[src/design/assert_macros.svh]
// Assertion macros shared by the RTL of the multichannel IIR filter.
// Needs a clock named clk and an active-low reset named rst_n in scope.
`ifndef ASSERT_MACROS_SVH
`define ASSERT_MACROS_SVH

// checked only while out of reset
`define ASSERT_CLK(lbl, prop, msg) \
  lbl: assert property (@(posedge clk) disable iff (!rst_n) prop) else $error(msg);

// checked at every edge, reset included
`define ASSERT_ALWAYS(lbl, prop, msg) \
  lbl: assert property (@(posedge clk) prop) else $error(msg);

`endif

[src/design/mciir_pkg.sv]
// Types and fixed constants of the multichannel IIR filter.
// No dependencies; imported by multichannel_iir_filter.
`default_nettype none

package mciir_pkg;

  localparam int SAMPLE_W   = 16;
  localparam int COEF_W     = 18;
  localparam int STATE_W    = 48;
  localparam int PROD_W     = SAMPLE_W + COEF_W;
  localparam int ACC_W      = STATE_W + 2;
  localparam int MAX_CH     = 4;
  localparam int FRAC_SHIFT = 14;
  localparam int ROUND_HALF = 8192;
  localparam int SAMPLE_MAX = 32767;
  localparam int SAMPLE_MIN = -32768;
  localparam int CFG_IDX_W  = 3;

  // configuration register indexes
  localparam logic [CFG_IDX_W-1:0] REG_B0 = 3'd0;
  localparam logic [CFG_IDX_W-1:0] REG_B1 = 3'd1;
  localparam logic [CFG_IDX_W-1:0] REG_B2 = 3'd2;
  localparam logic [CFG_IDX_W-1:0] REG_A1 = 3'd3;
  localparam logic [CFG_IDX_W-1:0] REG_A2 = 3'd4;

  localparam logic signed [COEF_W-1:0] B0_RESET = 18'sd16384;

  typedef logic signed [SAMPLE_W-1:0] sample_t;
  typedef logic signed [COEF_W-1:0]   coef_t;
  typedef logic signed [PROD_W-1:0]   prod_t;
  typedef logic signed [STATE_W-1:0]  state_t;
  typedef logic signed [ACC_W-1:0]    acc_t;

endpackage

`default_nettype wire

[src/design/multichannel_iir_filter.sv]
// Multichannel biquad (transposed direct form II), state held in a row-per-channel RAM.
// Depends on mciir_pkg and assert_macros.svh.
// A new input beat is taken only once the previous frame has been filtered for
// every channel and passed to the output register, so frames never overlap and
// a stalled output holds the block in its finishing step. Rate is set by the shared b/a
// multiplier pair and the read/modify/write of each channel's delay row.
// Reset (sync, rst_n low) restores the coefficients and marks every delay row
// as zero through per-row valid flags; no clearing pass is needed.
`default_nettype none
`include "assert_macros.svh"

module multichannel_iir_filter
  import mciir_pkg::*;
#(
  parameter int CHANNELS     = 4,
  parameter int FILTER_ORDER = 2
) (
  input  logic                         clk,
  input  logic                         rst_n,
  // configuration write port
  input  logic                         cfg_wr_en,
  input  logic [CFG_IDX_W-1:0]         cfg_index,
  input  logic [COEF_W-1:0]            cfg_wdata,
  // input frames
  input  logic                         in_tvalid,
  output logic                         in_tready,
  input  logic [MAX_CH*SAMPLE_W-1:0]   in_tdata,   // sample_ch0, sample_ch1, sample_ch2, sample_ch3
  input  logic                         in_tuser,   // mono
  // filtered frames
  output logic                         out_tvalid,
  input  logic                         out_tready,
  output logic [MAX_CH*SAMPLE_W-1:0]   out_tdata,  // filtered_ch0 .. filtered_ch3
  output logic                         out_tuser   // clipped
);

  localparam int CH_W  = (CHANNELS > 1) ? $clog2(CHANNELS) : 1;
  localparam int TAP_W = (FILTER_ORDER > 1) ? $clog2(FILTER_ORDER) : 1;
  localparam logic [CH_W-1:0]  LAST_CH  = CH_W'(CHANNELS - 1);
  localparam logic [TAP_W-1:0] LAST_TAP = TAP_W'(FILTER_ORDER - 1);

  localparam logic [2:0] S_IDLE = 3'd0;
  localparam logic [2:0] S_READ = 3'd1;
  localparam logic [2:0] S_OUT  = 3'd2;
  localparam logic [2:0] S_MUL  = 3'd3;
  localparam logic [2:0] S_ACC  = 3'd4;
  localparam logic [2:0] S_WB   = 3'd5;
  localparam logic [2:0] S_FIN  = 3'd6;

  typedef state_t [FILTER_ORDER-1:0] row_t;

  // coefficients
  coef_t b0_r, b1_r, b2_r, a1_r, a2_r;

  always_ff @(posedge clk) begin
    if (!rst_n) begin
      b0_r <= B0_RESET;
      b1_r <= '0;
      b2_r <= '0;
      a1_r <= '0;
      a2_r <= '0;
    end else if (cfg_wr_en) begin
      case (cfg_index)
        REG_B0:  b0_r <= cfg_wdata;
        REG_B1:  b1_r <= cfg_wdata;
        REG_B2:  b2_r <= cfg_wdata;
        REG_A1:  a1_r <= cfg_wdata;
        REG_A2:  a2_r <= cfg_wdata;
        default: ;
      endcase
    end
  end

  logic [2:0]          state_r, state_nxt;
  logic [CH_W-1:0]     ch_r;
  logic [TAP_W-1:0]    tap_r;
  sample_t             smp_r [CHANNELS];
  logic                mono_r;
  sample_t             y_r;
  sample_t             yarr_r [CHANNELS];
  prod_t               pb_r, pa_r;
  logic                clip_r;
  logic [CHANNELS-1:0] valid_r;
  logic                rd_vld_r;
  row_t                rd_q_r, row_r;
  logic                out_tvalid_r;
  logic [MAX_CH*SAMPLE_W-1:0] out_tdata_r;
  logic                out_tuser_r;

  // delay-state RAM, one row per channel, registered read
  row_t dmem [CHANNELS];
  logic mem_rd, mem_we;

  assign mem_rd = (state_r == S_READ);
  assign mem_we = (state_r == S_WB);

  always_ff @(posedge clk) begin
    if (mem_rd) rd_q_r <= dmem[ch_r];
    if (mem_we) dmem[ch_r] <= row_r;
  end

  // datapath
  sample_t          x_cur;
  row_t             row_old;
  coef_t            cb_sel, ca_sel, mul_coef;
  prod_t            mul_b, mul_a;
  acc_t             acc_y, q_y, acc_z;
  sample_t          y_sat;
  logic             y_clip, z_clip;
  state_t           z_next, z_sat;
  logic [TAP_W-1:0] tap_nx;

  assign x_cur   = mono_r ? smp_r[0] : smp_r[ch_r];
  // a row never written since reset reads as zero
  assign row_old = rd_vld_r ? rd_q_r : '0;
  assign tap_nx  = tap_r + 1'b1;

  always_comb begin
    case (tap_r)
      TAP_W'(0): begin cb_sel = b1_r; ca_sel = a1_r; end
      TAP_W'(1): begin cb_sel = b2_r; ca_sel = a2_r; end
      default:   begin cb_sel = '0;   ca_sel = '0;   end
    endcase
  end

  assign mul_coef = (state_r == S_READ) ? b0_r : cb_sel;
  assign mul_b    = PROD_W'(mul_coef * x_cur);
  assign mul_a    = PROD_W'(ca_sel * y_r);

  // output: round z0 + b0*x from Q29 to Q15, saturate
  always_comb begin
    acc_y  = ACC_W'($signed(row_old[0])) + ACC_W'(pb_r) + ACC_W'(ROUND_HALF);
    q_y    = acc_y >>> FRAC_SHIFT;
    y_clip = 1'b0;
    if (q_y > ACC_W'(SAMPLE_MAX)) begin
      y_sat  = sample_t'(SAMPLE_MAX);
      y_clip = 1'b1;
    end else if (q_y < ACC_W'(SAMPLE_MIN)) begin
      y_sat  = sample_t'(SAMPLE_MIN);
      y_clip = 1'b1;
    end else begin
      y_sat  = q_y[SAMPLE_W-1:0];
    end
  end

  // state update: z[j] = z[j+1] + b*x - a*y, saturated to 48 bits
  always_comb begin
    if (FILTER_ORDER > 1 && tap_r != LAST_TAP) z_next = row_old[tap_nx];
    else                                       z_next = '0;
    acc_z  = ACC_W'(z_next) + ACC_W'(pb_r) - ACC_W'(pa_r);
    z_clip = (acc_z[ACC_W-1:STATE_W-1] != '0) && (acc_z[ACC_W-1:STATE_W-1] != '1);
    if (z_clip) z_sat = acc_z[ACC_W-1] ? {1'b1, {(STATE_W-1){1'b0}}}
                                       : {1'b0, {(STATE_W-1){1'b1}}};
    else        z_sat = acc_z[STATE_W-1:0];
  end

  // sequencer
  always_comb begin
    state_nxt = state_r;
    case (state_r)
      S_IDLE: if (in_tvalid) state_nxt = S_READ;
      S_READ: state_nxt = S_OUT;
      S_OUT:  state_nxt = S_MUL;
      S_MUL:  state_nxt = S_ACC;
      S_ACC:  state_nxt = (tap_r == LAST_TAP) ? S_WB : S_MUL;
      S_WB:   state_nxt = (ch_r == LAST_CH) ? S_FIN : S_READ;
      S_FIN:  if (!out_tvalid_r || out_tready) state_nxt = S_IDLE;
      default: state_nxt = S_IDLE;
    endcase
  end

  always_ff @(posedge clk) begin
    if (!rst_n) begin
      state_r <= S_IDLE;
      valid_r <= '0;
      clip_r  <= 1'b0;
      ch_r    <= '0;
      tap_r   <= '0;
    end else begin
      state_r <= state_nxt;
      case (state_r)
        S_IDLE: begin
          ch_r   <= '0;
          clip_r <= 1'b0;
        end
        S_OUT: begin
          tap_r  <= '0;
          clip_r <= clip_r | y_clip;
        end
        S_ACC: begin
          tap_r  <= tap_nx;
          clip_r <= clip_r | z_clip;
        end
        S_WB: begin
          valid_r[ch_r] <= 1'b1;
          ch_r          <= ch_r + 1'b1;
        end
        default: ;
      endcase
    end
  end

  // payload registers
  always_ff @(posedge clk) begin
    case (state_r)
      S_IDLE: begin
        for (int c = 0; c < CHANNELS; c++) begin
          smp_r[c] <= in_tdata[c*SAMPLE_W +: SAMPLE_W];
        end
        mono_r <= in_tuser;
      end
      S_READ: begin
        pb_r     <= mul_b;
        rd_vld_r <= valid_r[ch_r];
      end
      S_OUT: begin
        y_r          <= y_sat;
        yarr_r[ch_r] <= y_sat;
      end
      S_MUL: begin
        pb_r <= mul_b;
        pa_r <= mul_a;
      end
      S_ACC: row_r[tap_r] <= z_sat;
      default: ;
    endcase
  end

  // output register; unused channels read as zero
  logic [MAX_CH*SAMPLE_W-1:0] out_pack;

  for (genvar c = 0; c < MAX_CH; c++) begin : g_pack
    if (c < CHANNELS) begin : g_used
      assign out_pack[c*SAMPLE_W +: SAMPLE_W] = yarr_r[c];
    end else begin : g_unused
      assign out_pack[c*SAMPLE_W +: SAMPLE_W] = '0;
    end
  end

  always_ff @(posedge clk) begin
    if (!rst_n) begin
      out_tvalid_r <= 1'b0;
    end else if (state_r == S_FIN && (!out_tvalid_r || out_tready)) begin
      out_tvalid_r <= 1'b1;
    end else if (out_tready) begin
      out_tvalid_r <= 1'b0;
    end
  end

  always_ff @(posedge clk) begin
    if (state_r == S_FIN && (!out_tvalid_r || out_tready)) begin
      out_tdata_r <= out_pack;
      out_tuser_r <= clip_r;
    end
  end

  assign in_tready  = (state_r == S_IDLE);
  assign out_tvalid = out_tvalid_r;
  assign out_tdata  = out_tdata_r;
  assign out_tuser  = out_tuser_r;

  // a beat taken always starts the per-channel walk at the first row
  `ASSERT_CLK(a_start, in_tvalid && in_tready |=> state_r == S_READ && ch_r == '0, "frame start lost")
  // results only appear from the finishing step
  `ASSERT_CLK(a_out_src, $rose(out_tvalid_r) |-> $past(state_r) == S_FIN, "unexpected output beat")
  // after a row is written back the walk moves on or finishes
  `ASSERT_CLK(a_wb_next, state_r == S_WB |=> state_r == S_READ || state_r == S_FIN, "bad step after write-back")
  // row valid flags are never cleared while out of reset
  `ASSERT_CLK(a_valid_mono, 1'b1 |=> (($past(valid_r) & ~valid_r) == '0), "row valid flag dropped")
  `ASSERT_ALWAYS(a_reset, !rst_n |=> state_r == S_IDLE && !out_tvalid_r && valid_r == '0, "reset state wrong")

endmodule

`default_nettype wire

[config.mk]
export PLATFORM = sky130hd
export DESIGN_NAME = multichannel_iir_filter
export DESIGN_NICKNAME = d
export VERILOG_FILES = /design/src/design/mciir_pkg.sv /design/src/design/multichannel_iir_filter.sv
export VERILOG_INCLUDE_DIRS = /design/src /design/src/design
export SDC_FILE = /design/constraint.sdc
export NUM_CORES = 2
export LEC_CHECK = 0
export ABC_AREA = 0
export CORE_MARGIN = 1.5
export CORE_UTILIZATION = 35
export DETAILED_ROUTE_END_ITERATION = 12
export DONT_BUFFER_PORTS = 1
export PLACE_DENSITY = 0.48
export SKIP_CTS_REPAIR_TIMING = 1
export SYNTH_ARGS = -nofsm -noshare
export SYNTH_HDL_FRONTEND = slang
export SYNTH_SLANG_ARGS = --single-unit
[constraint.sdc]
create_clock -name clk -period 15.9 [get_ports clk]
set_clock_uncertainty 0.05 [all_clocks]
set_input_delay 2.385 -clock clk [delete_from_list [all_inputs] [get_ports clk]]
set_output_delay 2.385 -clock clk [all_outputs]
set_load 0.02 [all_outputs]
==> results_tabular.tex <==
\begin{tabular}{lr}
\hline
Metric & Value \\
\hline
\multicolumn{2}{l}{\textbf{Final layout}} \\
Number of standard cells in the final layout excluding fillers & 7550 \\
Share of final-layout standard cells stronger than drive strength 1 & 0.07296 \\
Fill cell total of the finished layout & 17.05k \\
Post-layout utilization of the core & 0.3878 \\
Final Instance Area & 68440 um\^{}2 \\
Area growth from synthesis to layout & 9.890\% \\
Nets & 6159 \\
\multicolumn{2}{l}{\textbf{Placement}} \\
Routability congestion estimate from global placement & 0.8573 \\
DP HPWL & 118000 um \\
Area after detailed placement & 64950 um\^{}2 \\
Worst setup slack before clock tree synthesis & 6.349 ns \\
Port-buffer cells & 0 \\
Placed Instances & 7351 \\
\multicolumn{2}{l}{\textbf{Routing}} \\
Violation count after the first detailed-routing iteration & 2544 \\
DRC violations left & 0 \\
Post-detailed-route via-to-cell ratio & 4.921 \\
Total length of routed wires & 159600 um \\
Detailed Routing Iterations Pass 1 & 7 \\
Antenna violation net count after detailed routing & 0 \\
Drt wl/cell & 21.14 um \\
Via count & 37.15k \\
\multicolumn{2}{l}{\textbf{Clock network}} \\
Clk root buf & clkbuf\_16 \\
Insertion delay of the later-clocked pin in the worst-skew pair & 0.73 ns \\
Total CTS buffers & 107 \\
Clock Path Buffers & 3 \\
H-tree depth & 3 \\
CTS tree & yes \\
Clk slew on worst S/H paths & 0.06 ns \\
Clock Sink Count & 959 \\
\multicolumn{2}{l}{\textbf{GRT}} \\
Overall global routing resource usage & 0.1815 \\
Pin count of the biggest net entering global routing & 103 \\
Overflow after GRT & 0 \\
Via count of the first global-routing pass & 39.43k \\
Global-route wire length before repair & 248200 um \\
Antenna violations before repair & 6 \\
\multicolumn{2}{l}{\textbf{Synthesis}} \\
Mean Syn Cell Area & 12.10 um\^{}2 \\
Number of enable-type register cells in the synthesized netlist & 855 \\
Post-synthesis sequential area ratio & 0.4457 \\
Post-synthesis instance area & 62280 um\^{}2 \\
Asr flop ratio synth & 0 \\
Instance count of the mapped netlist & 5147 \\
Synthesized net count & 6186 \\
Post-synthesis sequential element count & 959 \\
Yosys warning total & 0 \\
Distinct cells, synth & 71 \\
Dominant synthesized flop cell & edfxtp\_1 \\
\multicolumn{2}{l}{\textbf{Power}} \\
P\_leak & 27.90 nW \\
Design Power & 7.876 mW \\
VDD IR max & 0.0001240 V \\
P per Cell Area & 115.1 nW/um\^{}2 \\
\multicolumn{2}{l}{\textbf{Critical path}} \\
Internal reg-to-reg setup slack & 6.23 ns \\
Setup Crit Path Kind & reg -> reg \\
Max stage delay on crit path & 0.90 ns \\
Critical path capture point type & flip-flop \\
Slowest CP cell & nor2b\_4 \\
Required time at the endpoint of the critical path & 16.32 ns \\
Sum of buffers and inverters on the critical path & 3 \\
CP Data Arrival Time & 10.09 ns \\
Largest fanout of any net on the critical path & 63 \\
Cell type group with the largest total delay on the critical path & compound AO/OA/AOI/OAI gates \\
Setup crit start kind & flip-flop \\
Reg-to-Reg End & pb\_r[30]\$\_DFFE\_PP\_ \\
Reg2Reg Launch Point & state\_r[0]\$\_SDFFE\_PN0P\_ \\
Cell seen most often among critical-path stages & fa\_1 \\
First element of the critical path & state\_r[0]\$\_SDFFE\_PN0P\_ \\
Path depth of the worst reg2reg path & 27 \\
\multicolumn{2}{l}{\textbf{Hold path}} \\
Worst Hold Path Cells & 0 \\
Hold Path Origin & yarr\_r[1][5]\$\_DFFE\_PP\_ \\
Destination of the worst hold path & out\_tdata[21]\$\_DFFE\_PP\_ \\
Worst min-delay path class & reg -> reg \\
\multicolumn{2}{l}{\textbf{STA}} \\
Measured slew at the worst slew-check pin & 1.056 ns \\
Post-layout worst setup margin & 6.234 ns \\
Slew margin rel. & 0.2958 \\
RSZ-0062 raised after global routing & no \\
Final max-slew violation count & 0 \\
Crit path time final & 9.666 ns \\
Summed negative setup slack over all endpoints & 0 ns \\
Post-route clock period utilization & 0.6080 \\
Hold Slack & 0.3647 ns \\
Achievable clock frequency & 103.5 MHz \\
Number of setup violations in the final report & 0 \\
Total count of hold-check failures in the final report & 0 \\
\multicolumn{2}{l}{\textbf{Floorplanning}} \\
Width of the chip & 424.8 um \\
Initial cell density of the core & 0.3529 \\
Standard-cell row count & 154 \\
DIE HEIGHT & 424.8 um \\
Number of placed I/O pins & 158 \\
Die Area & 180500 um\^{}2 \\
Placeable core region & 176500 um\^{}2 \\
\multicolumn{2}{l}{\textbf{Run}} \\
Max Cap Viol & 0 \\
\multicolumn{2}{l}{\textbf{Status}} \\
Result of the run & finished, final reports clean \\
\hline
\end{tabular}
## worst max path at each step
| stage | depth (start not counted) | slack, ns | to |
|---|---|---|---|
| floorplan | 28 | 3.81 | pb_r[30]$_DFFE_PP_ |
| global placement | 28 | 6.46 | pb_r[30]$_DFFE_PP_ |
| detailed placement | 27 | 6.35 | pb_r[30]$_DFFE_PP_ |
| CTS | 27 | 6.32 | pb_r[30]$_DFFE_PP_ |
| global route | 28 | 5.53 | pb_r[30]$_DFFE_PP_ |
| finish | 27 | 6.23 | pb_r[30]$_DFFE_PP_ |
## flip-flops by register name, summed over array words and instances (netlist names), named ones only
signal / cells
dmem: 384
clip_r: 1
smp_r: 64
pa_r: 34
out_tdata: 64
rd_vld_r: 1
mono_r: 1
b0_r: 18
tap_r: 1
row_r: 96
pb_r: 34
valid_r: 4
b2_r: 18
ch_r: 2
out_tuser: 1
y_r: 16
out_tvalid: 1
rd_q_r: 96
a1_r: 18
state_r: 3
yarr_r: 64
b1_r: 18
a2_r: 18
## logic make-up after synthesis
kind of cell | Yosys count | synth area share
fa+ha+maj | 948 | 0.2662
flops | 959 | 0.4457
compound gates | 672 | 0.07021
mux | 150 | 0.04426
buf+inv | 1008 | 0.06099
simple gates | 1256 | 0.09105
xor+xnor | 154 | 0.02166
## metal layers
metal | vias up | track usage | part of all wire
met2 | 745 | 0.2818 | 0.45
met3 | 156 | 0.02301 | 0.045
li1 | 17110 | - | -
met4 | 2 | 0.04345 | 0.021
met5 | - | 0 | 0.000081
met1 | 19140 | 0.2696 | 0.49
## area by class of cell
cell class	instances	area [um^2]	share of cell area
multi-input cells	3180	30800	0.4500
inverters	822	3085	0.04508
flip-flops and latches	959	27770	0.4057
repair buffers	50	375.4	0.005485
diodes	2	5.005	0.00007313
clock buffers	132	2814	0.04112
well taps	2340	2928	0.04278
clock inverters	65	665.6	0.009726
## where the power goes
group	internal [mW]	switching, mW
clock network	1.41	1.04
registers	3.01	0.0929
logic	0.798	1.52
## synth_stat cells, drive strengths merged (4+ instances only)
library cell / n / area share
dfxtp: 104 / 0.033
nand2: 599 / 0.036
nand4: 22 / 0.0022
a31oi: 16 / 0.0017
nor3: 29 / 0.0023
nor2b: 46 / 0.0046
o211ai: 6 / 0.00072
nand2b: 30 / 0.0030
o221ai: 4 / 0.00066
a22oi: 18 / 0.0022
inv: 822 / 0.050
and3: 28 / 0.0028
a31o: 5 / 0.00070
a311oi: 4 / 0.00056
o21ai: 125 / 0.010
o21bai: 31 / 0.0037
nor3b: 4 / 0.00048
a21oi: 173 / 0.014
mux2i: 20 / 0.0032
a2111oi: 4 / 0.00056
and4: 6 / 0.00084
mux2: 33 / 0.0060
o21a: 30 / 0.0036
or2: 13 / 0.0013
buf: 27 / 0.0019
xnor2: 105 / 0.015
xor2: 49 / 0.0069
a21boi: 99 / 0.012
fa: 628 / 0.20
o31ai: 11 / 0.0013
a211oi: 15 / 0.0019
nor2: 261 / 0.016
a211o: 6 / 0.00084
ha: 320 / 0.064
clkbuf: 159 / 0.0096
edfxtp: 855 / 0.41
a21o: 103 / 0.012
and2: 165 / 0.017
nand3: 34 / 0.0027
or3: 6 / 0.00060
mux4: 97 / 0.035
## placed cells by master, fill, tap and decap left out, types with 105 or more instances in the layout
cell type	Yosys	layout
a21oi_1	172	171
and2_1	163	158
clkbuf_16	0	109
edfxtp_1	855	855
fa_1	628	628
ha_1	320	320
inv_1	822	822
nand2_1	599	599
nor2_1	261	258
o21ai_0	121	121
xnor2_1	105	105
(Power assumes the default switching activity.)
